$ cat src/rtl/lpwcd_pkg.sv
// Package for the LRU pinned write-back cache directory.
// Holds command, result-kind, status and register codes and the sequencer state type.
// No dependencies.
package lpwcd_pkg;

  localparam logic [3:0] CMD_GET         = 4'd0;
  localparam logic [3:0] CMD_READ        = 4'd1;
  localparam logic [3:0] CMD_WRITE       = 4'd2;
  localparam logic [3:0] CMD_LOCK        = 4'd3;
  localparam logic [3:0] CMD_UNLOCK      = 4'd4;
  localparam logic [3:0] CMD_MARK_DIRTY  = 4'd5;
  localparam logic [3:0] CMD_QUERY       = 4'd6;
  localparam logic [3:0] CMD_INVALIDATE  = 4'd7;
  localparam logic [3:0] CMD_FLUSH       = 4'd8;
  localparam logic [3:0] CMD_FLUSH_EVERY = 4'd9;

  localparam logic [1:0] KIND_DONE      = 2'd0;
  localparam logic [1:0] KIND_WRITEBACK = 2'd1;
  localparam logic [1:0] KIND_FILL      = 2'd2;

  localparam logic [2:0] ST_OK            = 3'd0;
  localparam logic [2:0] ST_FULL          = 3'd1;
  localparam logic [2:0] ST_NOT_FOUND     = 3'd2;
  localparam logic [2:0] ST_BUSY          = 3'd3;
  localparam logic [2:0] ST_NOT_SUPPORTED = 3'd4;

  localparam logic [1:0] REG_ACTIVE_ENTRIES = 2'd0;
  localparam logic [1:0] REG_WRITER_PRESENT = 2'd1;
  localparam logic [1:0] REG_LOADER_PRESENT = 2'd2;

  typedef enum logic [2:0] {
    S_IDLE,
    S_SCAN,
    S_DECIDE,
    S_WB,
    S_FILL,
    S_DONE,
    S_FA_FIND,
    S_FA_EMIT
  } seq_state_t;

endpackage

$ cat src/rtl/lpwcd_req_if.sv
// Command channel interface of the cache directory.
// Depends on nothing.
interface lpwcd_req_if;
  logic        valid;
  logic        ready;
  logic [3:0]  cmd;
  logic [63:0] key;
  modport source (output valid, output cmd, output key, input ready);
  modport sink (input valid, input cmd, input key, output ready);
endinterface

$ cat src/rtl/lpwcd_rsp_if.sv
// Result channel interface of the cache directory.
// Depends on nothing.
interface lpwcd_rsp_if;
  logic        valid;
  logic        ready;
  logic [1:0]  kind;
  logic [3:0]  slot;
  logic [63:0] target_key;
  logic        zero_fill;
  logic [2:0]  status;
  logic        is_pinned;
  logic        dirty_flag;
  logic        last;
  modport source (output valid, output kind, output slot, output target_key,
                  output zero_fill, output status, output is_pinned, output dirty_flag,
                  output last, input ready);
  modport sink (input valid, input kind, input slot, input target_key,
                input zero_fill, input status, input is_pinned, input dirty_flag,
                input last, output ready);
endinterface

$ cat src/rtl/lpwcd_cfg_if.sv
// Configuration write channel interface of the cache directory.
// Depends on nothing.
interface lpwcd_cfg_if;
  logic       valid;
  logic       ready;
  logic [1:0] index;
  logic [4:0] data;
  modport source (output valid, output index, output data, input ready);
  modport sink (input valid, input index, input data, output ready);
endinterface

$ cat src/rtl/lru_pinned_writeback_cache_directory.sv
// Top level of the LRU pinned write-back cache directory.
// Depends on lpwcd_pkg, the three channel interfaces and lpwcd_ram.
//
// Usage: a command transaction (cmd, key) enters on req. The block answers on rsp
// with zero or more writeback or fill transactions followed by exactly one done
// transaction that has last set. Configuration transactions on cfg are always
// accepted and must only be issued while the block is idle.
//
// One command is handled at a time; req.ready is high only when the sequencer is
// idle. A lookup scans the active slots through the key RAM, one slot per cycle
// through its registered read port, and stops at the first hit; the sequencer then
// decides and emits the results of the command, done last. The victim search rides
// along with the scan. A flush of every slot walks the LRU ranks one per cycle while
// it finds no dirty slot there, and stops at each dirty slot to emit its writeback,
// waiting there while the receiver stalls.
//
// Results go through a single output register: when the receiver stalls, the
// sequencer waits at its next result until that register is free. Reset clears
// all slot flags and pin counts, sets the LRU ranks to the slot index and restores
// the register defaults; the key RAM is not cleared.
module lru_pinned_writeback_cache_directory
  import lpwcd_pkg::*;
#(
  parameter int ENTRIES  = 16,
  parameter int PIN_BITS = 8
) (
  input logic        clk,
  input logic        rst,
  lpwcd_req_if.sink  req,
  lpwcd_rsp_if.source rsp,
  lpwcd_cfg_if.sink  cfg
);

  localparam int IW  = $clog2(ENTRIES);
  localparam int CAP = (ENTRIES < 16) ? ENTRIES : 16;
  localparam int AW  = $clog2(CAP + 1);
  localparam logic [IW-1:0] TOP_RANK = IW'(ENTRIES - 1);

  // Configuration registers.
  logic [4:0] active_entries;
  logic       writer_present;
  logic       loader_present;

  // Slot state.
  logic                slot_used  [ENTRIES];
  logic                slot_dirty [ENTRIES];
  logic [PIN_BITS-1:0] pin_count  [ENTRIES];
  logic [IW-1:0]       lru_rank   [ENTRIES];

  seq_state_t state, state_next;

  logic [3:0]    cmd_q;
  logic [63:0]   key_q;
  logic [IW-1:0] s_q;
  logic [2:0]    status_q;
  logic          qp_q, qd_q, hit_q;
  logic [63:0]   wb_key;

  logic [AW-1:0] scan_idx;
  logic          cmp_v;
  logic [IW-1:0] cmp_idx;
  logic          free_v, unp_v;
  logic [IW-1:0] free_idx, unp_idx, free_rank, unp_rank;
  logic [63:0]   unp_key;

  logic [IW-1:0] fa_rank, fa_slot, fa_idx;
  logic          fa_any;
  logic [ENTRIES-1:0] fa_match, rank_top;

  logic [AW-1:0] a_cnt;
  logic          out_free, emit;
  logic [1:0]    e_kind;
  logic [IW-1:0] e_slot;
  logic [63:0]   e_key;
  logic          e_zf, e_p, e_d;
  logic [2:0]    e_status;

  logic          ram_we, ram_re;
  logic [IW-1:0] ram_raddr;
  logic [63:0]   ram_rdata;

  logic          issue, match, scan_last;
  logic          do_promote, do_op;

  // Active slot count, saturated to 1..CAP.
  always_comb begin
    if (active_entries == 5'd0) begin
      a_cnt = AW'(1);
    end else if (int'(active_entries) > CAP) begin
      a_cnt = AW'(CAP);
    end else begin
      a_cnt = AW'(active_entries);
    end
  end

  assign cfg.ready = 1'b1;
  assign req.ready = (state == S_IDLE);
  assign out_free  = !rsp.valid || rsp.ready;

  assign issue     = (state == S_SCAN) && (scan_idx < a_cnt);
  assign match     = cmp_v && slot_used[cmp_idx] && (ram_rdata == key_q);
  assign scan_last = cmp_v && (cmp_idx == IW'(a_cnt - AW'(1)));

  // Flush-all: find the active, used, dirty slot that holds the current rank.
  always_comb begin
    fa_idx = '0;
    for (int i = 0; i < ENTRIES; i++) begin
      fa_match[i] = (lru_rank[i] == fa_rank) && (i < int'(a_cnt)) &&
                    slot_used[i] && slot_dirty[i];
      rank_top[i] = (lru_rank[i] == TOP_RANK);
    end
    for (int i = ENTRIES - 1; i >= 0; i--) begin
      if (fa_match[i]) begin
        fa_idx = IW'(i);
      end
    end
  end
  assign fa_any = |fa_match;

  always_comb begin
    ram_re    = 1'b0;
    ram_raddr = IW'(scan_idx);
    if (state == S_SCAN) begin
      ram_re = issue;
    end else if (state == S_FA_FIND) begin
      ram_re    = fa_any;
      ram_raddr = fa_idx;
    end
  end

  lpwcd_ram #(.WIDTH(64), .DEPTH(ENTRIES)) u_key_ram (
    .clk   (clk),
    .we    (ram_we),
    .waddr (s_q),
    .wdata (key_q),
    .re    (ram_re),
    .raddr (ram_raddr),
    .rdata (ram_rdata)
  );

  // Sequencer: next state, result emission and slot update strobes.
  always_comb begin
    state_next = state;
    emit       = 1'b0;
    e_kind     = KIND_DONE;
    e_slot     = s_q;
    e_key      = key_q;
    e_zf       = 1'b0;
    e_status   = ST_OK;
    e_p        = 1'b0;
    e_d        = 1'b0;
    ram_we     = 1'b0;
    do_promote = 1'b0;
    do_op      = 1'b0;
    unique case (state)
      S_IDLE: begin
        if (req.valid) begin
          if (req.cmd > CMD_FLUSH_EVERY) begin
            state_next = S_DONE;
          end else if ((req.cmd == CMD_FLUSH || req.cmd == CMD_FLUSH_EVERY) &&
                       !writer_present) begin
            state_next = S_DONE;
          end else if (req.cmd == CMD_FLUSH_EVERY) begin
            state_next = S_FA_FIND;
          end else begin
            state_next = S_SCAN;
          end
        end
      end
      S_SCAN: begin
        if (match || scan_last) begin
          state_next = S_DECIDE;
        end
      end
      S_DECIDE: begin
        state_next = S_DONE;
        priority if (cmd_q <= CMD_LOCK) begin
          if (hit_q) begin
            do_promote = 1'b1;
            do_op      = 1'b1;
          end else if (free_v) begin
            state_next = S_FILL;
          end else if (unp_v) begin
            state_next = (slot_dirty[unp_idx] && writer_present) ? S_WB : S_FILL;
          end
        end else if (cmd_q == CMD_UNLOCK || cmd_q == CMD_MARK_DIRTY) begin
          if (hit_q) begin
            do_promote = 1'b1;
            do_op      = 1'b1;
          end
        end else if (cmd_q == CMD_FLUSH) begin
          if (hit_q && slot_dirty[s_q]) begin
            state_next = S_WB;
          end
        end else begin
          state_next = S_DONE;
        end
      end
      S_WB: begin
        if (out_free) begin
          emit       = 1'b1;
          e_kind     = KIND_WRITEBACK;
          e_key      = wb_key;
          state_next = (cmd_q == CMD_FLUSH) ? S_DONE : S_FILL;
        end
      end
      S_FILL: begin
        if (out_free) begin
          emit       = 1'b1;
          e_kind     = KIND_FILL;
          e_zf       = !loader_present;
          ram_we     = 1'b1;
          do_promote = 1'b1;
          do_op      = 1'b1;
          state_next = S_DONE;
        end
      end
      S_DONE: begin
        if (out_free) begin
          emit       = 1'b1;
          e_status   = status_q;
          e_p        = qp_q;
          e_d        = qd_q;
          state_next = S_IDLE;
        end
      end
      S_FA_FIND: begin
        if (fa_any) begin
          state_next = S_FA_EMIT;
        end else if (fa_rank == TOP_RANK) begin
          state_next = S_DONE;
        end
      end
      S_FA_EMIT: begin
        if (out_free) begin
          emit       = 1'b1;
          e_kind     = KIND_WRITEBACK;
          e_slot     = fa_slot;
          e_key      = ram_rdata;
          state_next = (fa_rank == TOP_RANK) ? S_DONE : S_FA_FIND;
        end
      end
      default: state_next = S_IDLE;
    endcase
  end

  always_ff @(posedge clk) begin
    if (rst) begin
      state <= S_IDLE;
    end else begin
      state <= state_next;
    end
  end

  // Output register.
  always_ff @(posedge clk) begin
    if (rst) begin
      rsp.valid <= 1'b0;
    end else if (emit) begin
      rsp.valid <= 1'b1;
    end else if (rsp.ready) begin
      rsp.valid <= 1'b0;
    end
  end

  always_ff @(posedge clk) begin
    if (emit) begin
      rsp.kind       <= e_kind;
      rsp.slot       <= 4'(e_slot);
      rsp.target_key <= e_key;
      rsp.zero_fill  <= e_zf;
      rsp.status     <= e_status;
      rsp.is_pinned  <= e_p;
      rsp.dirty_flag <= e_d;
      rsp.last       <= (e_kind == KIND_DONE);
    end
  end

  // Configuration registers.
  always_ff @(posedge clk) begin
    if (rst) begin
      active_entries <= 5'd16;
      writer_present <= 1'b1;
      loader_present <= 1'b1;
    end else if (cfg.valid) begin
      unique case (cfg.index)
        REG_ACTIVE_ENTRIES: active_entries <= cfg.data;
        REG_WRITER_PRESENT: writer_present <= cfg.data[0];
        REG_LOADER_PRESENT: loader_present <= cfg.data[0];
        default: ;
      endcase
    end
  end

  // Command datapath: scan, victim tracking and decision.
  always_ff @(posedge clk) begin
    if (rst) begin
      cmp_v <= 1'b0;
    end else begin
      cmp_v <= issue;
    end
    if (issue) begin
      scan_idx <= scan_idx + AW'(1);
    end
    cmp_idx <= IW'(scan_idx);
    unique case (state)
      S_IDLE: begin
        cmd_q    <= req.cmd;
        key_q    <= (req.cmd == CMD_FLUSH_EVERY) ? 64'd0 : req.key;
        s_q      <= '0;
        status_q <= (req.cmd > CMD_FLUSH_EVERY) ? ST_NOT_SUPPORTED :
                    ((req.cmd == CMD_FLUSH || req.cmd == CMD_FLUSH_EVERY) &&
                     !writer_present) ? ST_NOT_SUPPORTED : ST_OK;
        qp_q     <= 1'b0;
        qd_q     <= 1'b0;
        hit_q    <= 1'b0;
        free_v   <= 1'b0;
        unp_v    <= 1'b0;
        scan_idx <= '0;
        fa_rank  <= '0;
      end
      S_SCAN: begin
        if (match) begin
          hit_q <= 1'b1;
          s_q   <= cmp_idx;
        end else if (cmp_v) begin
          if (!slot_used[cmp_idx] && (!free_v || lru_rank[cmp_idx] < free_rank)) begin
            free_v    <= 1'b1;
            free_idx  <= cmp_idx;
            free_rank <= lru_rank[cmp_idx];
          end
          if (pin_count[cmp_idx] == '0 && (!unp_v || lru_rank[cmp_idx] < unp_rank)) begin
            unp_v    <= 1'b1;
            unp_idx  <= cmp_idx;
            unp_rank <= lru_rank[cmp_idx];
            unp_key  <= ram_rdata;
          end
        end
      end
      S_DECIDE: begin
        priority if (cmd_q <= CMD_LOCK) begin
          if (!hit_q) begin
            if (free_v) begin
              s_q <= free_idx;
            end else if (unp_v) begin
              s_q    <= unp_idx;
              wb_key <= unp_key;
            end else begin
              status_q <= (cmd_q == CMD_READ || cmd_q == CMD_WRITE) ? ST_FULL
                                                                  : ST_NOT_FOUND;
            end
          end
        end else if (cmd_q == CMD_QUERY) begin
          qp_q <= hit_q && (pin_count[s_q] != '0);
          qd_q <= hit_q && slot_dirty[s_q];
        end else if (cmd_q == CMD_INVALIDATE) begin
          if (hit_q && pin_count[s_q] != '0) begin
            status_q <= ST_BUSY;
          end
        end else if (cmd_q == CMD_FLUSH) begin
          wb_key <= key_q;
        end else begin
          if (!hit_q) begin
            status_q <= ST_NOT_FOUND;
          end
        end
      end
      S_FA_FIND: begin
        if (fa_any) begin
          fa_slot <= fa_idx;
        end else if (fa_rank != TOP_RANK) begin
          fa_rank <= fa_rank + IW'(1);
        end
      end
      S_FA_EMIT: begin
        if (out_free && fa_rank != TOP_RANK) begin
          fa_rank <= fa_rank + IW'(1);
        end
      end
      default: ;
    endcase
  end

  // Slot flags, pin counts and LRU ranks.
  always_ff @(posedge clk) begin
    if (rst) begin
      for (int i = 0; i < ENTRIES; i++) begin
        slot_used[i]  <= 1'b0;
        slot_dirty[i] <= 1'b0;
        pin_count[i]  <= '0;
        lru_rank[i]   <= IW'(i);
      end
    end else begin
      if (do_promote) begin
        for (int i = 0; i < ENTRIES; i++) begin
          if (lru_rank[i] > lru_rank[s_q]) begin
            lru_rank[i] <= lru_rank[i] - IW'(1);
          end
        end
        lru_rank[s_q] <= TOP_RANK;
      end
      if (state == S_DECIDE && cmd_q == CMD_INVALIDATE && hit_q &&
          pin_count[s_q] == '0) begin
        slot_used[s_q]  <= 1'b0;
        slot_dirty[s_q] <= 1'b0;
      end
      if (state == S_WB && out_free) begin
        slot_dirty[s_q] <= 1'b0;
      end
      if (state == S_FA_EMIT && out_free) begin
        slot_dirty[fa_slot] <= 1'b0;
      end
      // A filled slot starts clean; a write marks it dirty below instead.
      if (state == S_FILL && out_free) begin
        slot_used[s_q] <= 1'b1;
        if (cmd_q != CMD_WRITE) begin
          slot_dirty[s_q] <= 1'b0;
        end
      end
      if (do_op) begin
        if (cmd_q == CMD_WRITE || cmd_q == CMD_MARK_DIRTY) begin
          slot_dirty[s_q] <= 1'b1;
        end else if (cmd_q == CMD_LOCK) begin
          if (pin_count[s_q] != '1) begin
            pin_count[s_q] <= pin_count[s_q] + PIN_BITS'(1);
          end
        end else if (cmd_q == CMD_UNLOCK) begin
          if (pin_count[s_q] != '0) begin
            pin_count[s_q] <= pin_count[s_q] - PIN_BITS'(1);
          end
        end
      end
    end
  end

  // The LRU ranks stay a permutation, so exactly one slot is newest.
  a_one_newest: assert property (@(posedge clk) disable iff (rst) $onehot(rank_top))
    else $error("LRU ranks lost their newest slot");

  a_last_is_done: assert property (@(posedge clk) disable iff (rst)
    rsp.valid && rsp.last |-> rsp.kind == KIND_DONE)
    else $error("last flag on a non-done transaction");

  a_fill_clean: assert property (@(posedge clk) disable iff (rst)
    rsp.valid && rsp.kind == KIND_FILL |-> rsp.status == ST_OK && !rsp.last)
    else $error("fill transaction carries status or last");

  a_busy_after_accept: assert property (@(posedge clk) disable iff (rst)
    req.valid && req.ready |=> !req.ready)
    else $error("command accepted while another is in progress");

  a_fill_writes_key: assert property (@(posedge clk) disable iff (rst)
    state == S_FILL && out_free |=> state == S_DONE && slot_used[s_q])
    else $error("filled slot not marked used");

endmodule

$ cat src/rtl/lpwcd_ram.sv
// Generic single-write, single-read RAM with registered read data.
// No dependencies.
module lpwcd_ram #(
  parameter int WIDTH = 64,
  parameter int DEPTH = 16
) (
  input  logic                     clk,
  input  logic                     we,
  input  logic [$clog2(DEPTH)-1:0] waddr,
  input  logic [WIDTH-1:0]         wdata,
  input  logic                     re,
  input  logic [$clog2(DEPTH)-1:0] raddr,
  output logic [WIDTH-1:0]         rdata
);

  logic [WIDTH-1:0] mem [DEPTH];

  always_ff @(posedge clk) begin
    if (we) begin
      mem[waddr] <= wdata;
    end
    if (re) begin
      rdata <= mem[raddr];
    end
  end

endmodule

$ cat src/flat_wrapper.sv
// flat-port wrapper written by rule: the top's interface ports become plain ports
module lru_pinned_writeback_cache_directory_flat import lpwcd_pkg::*;
#(
  parameter int ENTRIES  = 16,
  parameter int PIN_BITS = 8
)
  (clk, rst, req_valid, req_cmd, req_key, req_ready, rsp_valid, rsp_kind, rsp_slot, rsp_target_key, rsp_zero_fill, rsp_status, rsp_is_pinned, rsp_dirty_flag, rsp_last, rsp_ready, cfg_valid, cfg_index, cfg_data, cfg_ready);
  lpwcd_req_if req_i ();
  lpwcd_rsp_if rsp_i ();
  lpwcd_cfg_if cfg_i ();
  input logic clk;
  input logic rst;
  input wire logic [$bits(req_i.valid)-1:0] req_valid;
  input wire logic [$bits(req_i.cmd)-1:0] req_cmd;
  input wire logic [$bits(req_i.key)-1:0] req_key;
  output wire logic [$bits(req_i.ready)-1:0] req_ready;
  output wire logic [$bits(rsp_i.valid)-1:0] rsp_valid;
  output wire logic [$bits(rsp_i.kind)-1:0] rsp_kind;
  output wire logic [$bits(rsp_i.slot)-1:0] rsp_slot;
  output wire logic [$bits(rsp_i.target_key)-1:0] rsp_target_key;
  output wire logic [$bits(rsp_i.zero_fill)-1:0] rsp_zero_fill;
  output wire logic [$bits(rsp_i.status)-1:0] rsp_status;
  output wire logic [$bits(rsp_i.is_pinned)-1:0] rsp_is_pinned;
  output wire logic [$bits(rsp_i.dirty_flag)-1:0] rsp_dirty_flag;
  output wire logic [$bits(rsp_i.last)-1:0] rsp_last;
  input wire logic [$bits(rsp_i.ready)-1:0] rsp_ready;
  input wire logic [$bits(cfg_i.valid)-1:0] cfg_valid;
  input wire logic [$bits(cfg_i.index)-1:0] cfg_index;
  input wire logic [$bits(cfg_i.data)-1:0] cfg_data;
  output wire logic [$bits(cfg_i.ready)-1:0] cfg_ready;
  assign req_i.valid = req_valid;
  assign req_i.cmd = req_cmd;
  assign req_i.key = req_key;
  assign req_ready = req_i.ready;
  assign rsp_valid = rsp_i.valid;
  assign rsp_kind = rsp_i.kind;
  assign rsp_slot = rsp_i.slot;
  assign rsp_target_key = rsp_i.target_key;
  assign rsp_zero_fill = rsp_i.zero_fill;
  assign rsp_status = rsp_i.status;
  assign rsp_is_pinned = rsp_i.is_pinned;
  assign rsp_dirty_flag = rsp_i.dirty_flag;
  assign rsp_last = rsp_i.last;
  assign rsp_i.ready = rsp_ready;
  assign cfg_i.valid = cfg_valid;
  assign cfg_i.index = cfg_index;
  assign cfg_i.data = cfg_data;
  assign cfg_ready = cfg_i.ready;
  lru_pinned_writeback_cache_directory #(.ENTRIES(ENTRIES), .PIN_BITS(PIN_BITS)) u_core (.clk(clk), .rst(rst), .req(req_i), .rsp(rsp_i), .cfg(cfg_i));
endmodule
$ cat config.mk
export PLATFORM = sky130hd
export DESIGN_NAME = lru_pinned_writeback_cache_directory_flat
export DESIGN_NICKNAME = d
export VERILOG_FILES = /design/src/rtl/lpwcd_pkg.sv /design/src/rtl/lpwcd_req_if.sv /design/src/rtl/lpwcd_rsp_if.sv /design/src/rtl/lpwcd_cfg_if.sv /design/src/rtl/lru_pinned_writeback_cache_directory.sv /design/src/rtl/lpwcd_ram.sv /design/src/flat_wrapper.sv
export SDC_FILE = /design/constraint.sdc
export NUM_CORES = 2
export LEC_CHECK = 0
export BUFFER_PORTS_ARGS = -buffer_cell sky130_fd_sc_hd__clkbuf_2
export CAP_MARGIN = 30
export CORE_ASPECT_RATIO = 1.4
export CORE_MARGIN = 5
export CORE_UTILIZATION = 36
export CTS_BUF_LIST = sky130_fd_sc_hd__clkbuf_4 sky130_fd_sc_hd__clkbuf_8
export DETAILED_ROUTE_END_ITERATION = 16
export PLACE_DENSITY_LB_ADDON = 0.15
export SETUP_SLACK_MARGIN = 0.4
export SLEW_MARGIN = 25
export SYNTH_ARGS = -nofsm -noshare
export SYNTH_HDL_FRONTEND = slang
export SYNTH_SLANG_ARGS = --single-unit
export TNS_END_PERCENT = 30
$ cat constraint.sdc
create_clock -name clk -period 9.4 [get_ports clk]
set_input_delay 0 -clock clk [delete_from_list [all_inputs] [get_ports clk]]
set_output_delay 0 -clock clk [all_outputs]
set_load 0.005 [all_outputs]
# After elaboration in Yosys (flattened, before gate mapping)
# Memories as Yosys holds them, arrays and structs flattened. A register that Yosys moved wholly into a read port is not among the register bits.
# Index checks and enable logic that the tools add are counted.
# classes
n_addsub,21
order_cmp,38
eq_ne,73
mux,248
bitwise_logic,22
n_reduce_logical,116
# op_table
cell,count
64-bit 2-to-1 mux,9
4-bit 2-to-1 mux,52
1-bit 2-to-1 mux,138
64-bit case mux with 2 select lines,1
3-bit 2-to-1 mux,30
4-bit equality test,17
4-bit by 1-bit subtractor with 4-bit output (second input constant),17
1-bit logical AND,65
64-bit equality test,1
4-bit greater-than comparator,16
4-bit by 5-bit < comparator with 1-bit output (first input constant),8
2-bit by 1-bit != test with 1-bit output (second input constant),12
3-bit case mux with 8 select lines,1
4-bit case mux with 3 select lines,2
2-bit != test (second input constant),11
1-bit bitwise OR,21
3-bit by 5-bit < comparator with 1-bit output (first input constant),4
4-bit AND reduction,5
4-bit by 3-bit equality test with 1-bit output (second input constant),4
4-bit equality test (second input constant),4
8-bit logical NOT,2
8-bit 2-to-1 mux,2
16-bit OR reduction,1
2-bit AND reduction,7
47 further kinds,88
# word_totals
register_bits,330
ram_bits,1248
out_inout_bits,80
mem_count,5
# mem_list
name,depth,word_bits,rd,rd_clocked_by_memory_dff,write_ports,line_no,rtl
u_core.u_key_ram.mem,16,64,1,1,1,lpwcd_ram.sv:16,logic [WIDTH-1:0] mem [DEPTH];
u_core.pin_count,16,8,2,2,16,lru_pinned_writeback_cache_directory.sv:47,logic [PIN_BITS-1:0] pin_count [ENTRIES];
u_core.lru_rank,16,4,18,2,17,lru_pinned_writeback_cache_directory.sv:48,logic [IW-1:0] lru_rank [ENTRIES];
u_core.slot_dirty,16,1,18,2,16,lru_pinned_writeback_cache_directory.sv:46,logic slot_dirty [ENTRIES];
u_core.slot_used,16,1,17,1,16,lru_pinned_writeback_cache_directory.sv:45,logic slot_used [ENTRIES];

# Depth between registers and ports, before layout
# depth
word_depth,25
ltp_mapped,18
depth_no_buf,15

# Hierarchy
# From an unflattened synthesis, not the netlist that was laid out.
# hier_totals
cells_unflattened,4131
hier_area_um2,69706.9
# modules_own_cells
module,instances,cells_per_inst,area_per_inst_um2,seq_area_each_um2
lpwcd_ram,1,1647,40222.3,32671.3
lru_pinned_writeback_cache_directory,1,2484,29484.5,15945.3

# Worst setup path before layout
# No wires, ideal clock.
# synth_path
kind,reg-to-reg
start,"register, netlist name u_core.cmp_idx[0]"
end,register u_core.unp_idx[0] (enable)
t_arrival_ps,6477
required_time_ps,8896
slack_ps,2419
path_stages_with_launch,13
n_path_buf,3
period_less_slack_ps,6981
path_cell_list,dfxtp_1 > buf_1 > clkbuf_1 > buf_2 > mux4_2 > mux4_2 > ha_1 > a21oi_1 > o21ai_1 > and2_1 > nor2_1 > inv_1 > nor2_1
# synth_lines
item,line_no,rtl
to (signal assigned),lru_pinned_writeback_cache_directory.sv:334,unp_idx <= cmp_idx;
to (decl),lru_pinned_writeback_cache_directory.sv:63,"logic [IW-1:0] free_idx, unp_idx, free_rank, unp_rank;"

==> impl_metrics.json <==
{
  "total_power_mw": 23.3,
  "outcome": "completed",
  "fin_setup_tns_ns": 0,
  "timing.clock.skew_ns": 0.0737,
  "post-route-period-util": 0.614,
  "cellLeakagePower_nw": 27.5,
  "p_seq_frac": 0.453,
  "syn_area_per_cell_um2": 14.4,
  "utilization": 0.415,
  "number_of_synthesis_warnings": 0,
  "dr.pass1.iters": 6,
  "post_route_cells_drive_above_1_share": 0.196,
  "initial_core_util": 0.361,
  "setup_viol": 0,
  "p_int_mw": 15.1,
  "clock_power_share": 0.267,
  "number_of_input_and_output_port_buffers_inserted": 158,
  "yosysTopAreaCell": "sky130_fd_sc_hd__edfxtp_1",
  "synthToLayoutAreaGrowth_pct": 15.1,
  "grt_pass1_vias": 47818,
  "floorplan.die_area_mm2": 0.213,
  "endpoint_class_of_the_critical_path": "flip-flop",
  "yosys_register_bits": 1650,
  "io_pins": 160,
  "clkSlewWorstSetupHoldPaths_ns": 0.07,
  "cts-hold-fix-buffers": 158,
  "power.net_switching_mw": 8.17,
  "die_x_um": 391,
  "finish.instance_area_mm2": 0.0844,
  "path_class": "reg2reg",
  "crit_path_launch_type": "flip-flop",
  "grt_use_met3": 0.0336,
  "synth_cells": 5090,
  "synth_net_count": 5270,
  "final.setup.worst_slack_ns": 3.63,
  "yosys-top-cells-area": "sky130_fd_sc_hd__edfxtp_1 64%, sky130_fd_sc_hd__mux2i_1 4.5%, sky130_fd_sc_hd__mux2_2 3.1%, sky130_fd_sc_hd__mux4_2 2.8%, sky130_fd_sc_hd__dfxtp_1 2.5%",
  "nNetsFinal": 5658,
  "layoutNonFillerInstCount": 8344,
  "critical_path_required_ns": 10.05,
  "synth.yosys.seq_area_share": 0.663,
  "core_region_area_mm2": 0.203,
  "total_placed_cells_including_tap_cells": 7708,
  "cts_resized": 0,
  "grt_start_max_net_pins": 112,
  "grt_antenna_before_repair": 9,
  "post_cts_buffers": 0,
  "wirelength_um": 237000,
  "worst_hold_slack_ns": 0.117,
  "cts_num_sinks": 1650,
  "timing.final.max_slew_violations": 0,
  "ir_worst_vdd_uv": 199,
  "power.share.switching": 0.350,
  "grt_setup_unrepaired": "no",
  "tritoncts": "done",
  "route.vias.total": 47169,
  "rows": 196,
  "synth.most_common_cell": "sky130_fd_sc_hd__edfxtp_1",
  "post-place-ws_ns": 3.57,
  "remaining_drc_errors": 0,
  "timing.slew.headroom": 0.289,
  "timing.final.crit_period_ns": 5.77,
  "globalRouteOverflowTotal": 0,
  "synth_top_area_frac": 0.638,
  "netlist_top_cells_count": "1557 x sky130_fd_sc_hd__edfxtp_1, 352 x sky130_fd_sc_hd__nand2_1, 331 x sky130_fd_sc_hd__mux2i_1",
  "comb_power_share": 0.280,
  "first_iter_violations": 4277,
  "place.detailed.hpwl_um": 145000,
  "dpl-instance-area_mm2": 0.0775,
  "worstMarginPinSlew_ns": 1.06,
  "path_max_fanout": 31,
  "final_hold_viol_count": 0,
  "arrival_time_worst_endpoint_ns": 6.42,
  "ys.flop_type": "sky130_fd_sc_hd__edfxtp_1",
  "timing.fmax_mhz": 173,
  "number_of_synthesized_flops_with_an_enable_pin": 1557,
  "h-tree-depth": 5,
  "wl_per_cell_um": 28.4,
  "gp_congestion": 0.907,
  "cts-buffers-inserted": 278,
  "detail-route-antenna-nets": 0,
  "grt_first_pass_wirelength_um": 339000,
  "power_density_mw_per_mm2": 276,
  "clk_latency_ns": 0.95,
  "overall_routing_resource_usage": 0.217,
  "clock_path_buffers": 4,
  "synthArstFlopShare": 0,
  "yosysUniqueCellTypes": 91,
  "cap_violations": 0,
  "post_synth_instance_area_mm2": 0.0733,
  "via_per_inst": 5.65,
  "die_h_um": 544,
  "hold_path_class": "in2reg",
  "gr-usage-met2": 0.383,
  "top_usage_layer": "met2",
  "grt.met1_usage": 0.267,
  "clock_tree.root_cell": "sky130_fd_sc_hd__clkbuf_8"
}
-- routing by layer --
metal	up-vias	part of all wire
li1	20660	-
met1	24193	0.40
met2	1788	0.50
met3	528	0.057
met4	0	0.042
met5	-	0
-- power by group through the flow --
stage	registers, mW	clock network, mW	logic (mW)
after floorplan	10.5	0	3.87
after global placement	10.7	0	6.28
after detailed placement	10.7	0	6.44
after CTS	10.6	6.40	6.53
after global routing	10.6	6.73	7.03
final	10.6	6.22	6.53
-- path summary, 6_finish.rpt --
check / startpoint / endpoint / slack (ns) / cells after the start
max: flip-flop / u_core.pin_count[5][7] / 3.63 / 16
min: req_key[4] / u_core.key_q[4] / 0.12 / 3
max reg2reg: flip-flop / u_core.pin_count[5][7] / 3.63 / 16
min reg2reg: u_core.scan_idx[2] / u_core.cmp_idx[2] / 0.45 / 0
-- final cells by class --
| cell class | count | area, um2 |
|---|---|---|
| Antenna cell | 5 | 12.5 |
| Clock buffer | 377 | 4660 |
| Clock inverter | 91 | 513 |
| Fill cell | 18613 | 119000 |
| Inverter | 75 | 283 |
| Multi-Input combinational cell | 3014 | 23200 |
| Sequential cell | 1650 | 48600 |
| Tap cell | 2673 | 3340 |
| Timing Repair Buffer | 459 | 3730 |
-- cell usage in the layout, fill, tap and decap left out, types with 129 or more instances in the layout --
cell type / netlist / final
sky130_fd_sc_hd__clkbuf_8: 0 / 292
sky130_fd_sc_hd__o22a_1: 129 / 129
sky130_fd_sc_hd__mux2i_1: 331 / 331
sky130_fd_sc_hd__dlygate4sd3_1: 0 / 158
sky130_fd_sc_hd__nand3_1: 180 / 178
sky130_fd_sc_hd__mux2_2: 199 / 199
sky130_fd_sc_hd__clkbuf_2: 1 / 158
sky130_fd_sc_hd__edfxtp_1: 1557 / 1557
sky130_fd_sc_hd__a21oi_1: 146 / 145
sky130_fd_sc_hd__nand2_1: 352 / 349
sky130_fd_sc_hd__nand4_1: 149 / 149
sky130_fd_sc_hd__nor2_1: 248 / 226
sky130_fd_sc_hd__o21ai_0: 194 / 193
-- sequential cells by signal (all words and copies together) (netlist names), 5 cells and up, named ones only --
register	cells
u_core.unp_key	64
u_core.active_entries	5
u_core.u_key_ram.rdata	64
u_core.u_key_ram.mem	1024
u_core.slot_dirty	16
u_core.rsp.target_key	64
u_core.scan_idx	5
u_core.key_q	64
u_core.wb_key	64
u_core.slot_used	16
u_core.pin_count	128
u_core.lru_rank	64
-- kinds of logic (layout without fill, tap and decap cells) --
kind of cell	Yosys count	after routing	synth area share
mux	628	628	0.106
xor+xnor	163	163	0.0199
buf+inv	426	1002	0.0254
compound gates	867	867	0.0826
flops	1650	1650	0.663
fa+ha+maj	100	100	0.0172
other cells	1	6	0.0000511
simple gates	1255	1255	0.0862
-- critical path, stage by stage (launching register included) --
cell and delay [ns]:
sky130_fd_sc_hd__dfxtp_4 0.65, sky130_fd_sc_hd__buf_4 0.58, sky130_fd_sc_hd__mux4_2 0.59, sky130_fd_sc_hd__mux4_2 0.71
sky130_fd_sc_hd__nor4_2 0.43, sky130_fd_sc_hd__nand2_2 0.19, sky130_fd_sc_hd__nand4_4 0.16, sky130_fd_sc_hd__inv_1 0.14
sky130_fd_sc_hd__ha_1 0.31, sky130_fd_sc_hd__a21o_1 0.17, sky130_fd_sc_hd__a21oi_2 0.21, sky130_fd_sc_hd__nor2b_1 0.10
sky130_fd_sc_hd__o2111ai_2 0.19, sky130_fd_sc_hd__nand4b_2 0.20, sky130_fd_sc_hd__xnor2_4 0.58, sky130_fd_sc_hd__buf_16 0.22
sky130_fd_sc_hd__nor2_1 0.05
Note: power is estimated with default switching activity, not from simulation.
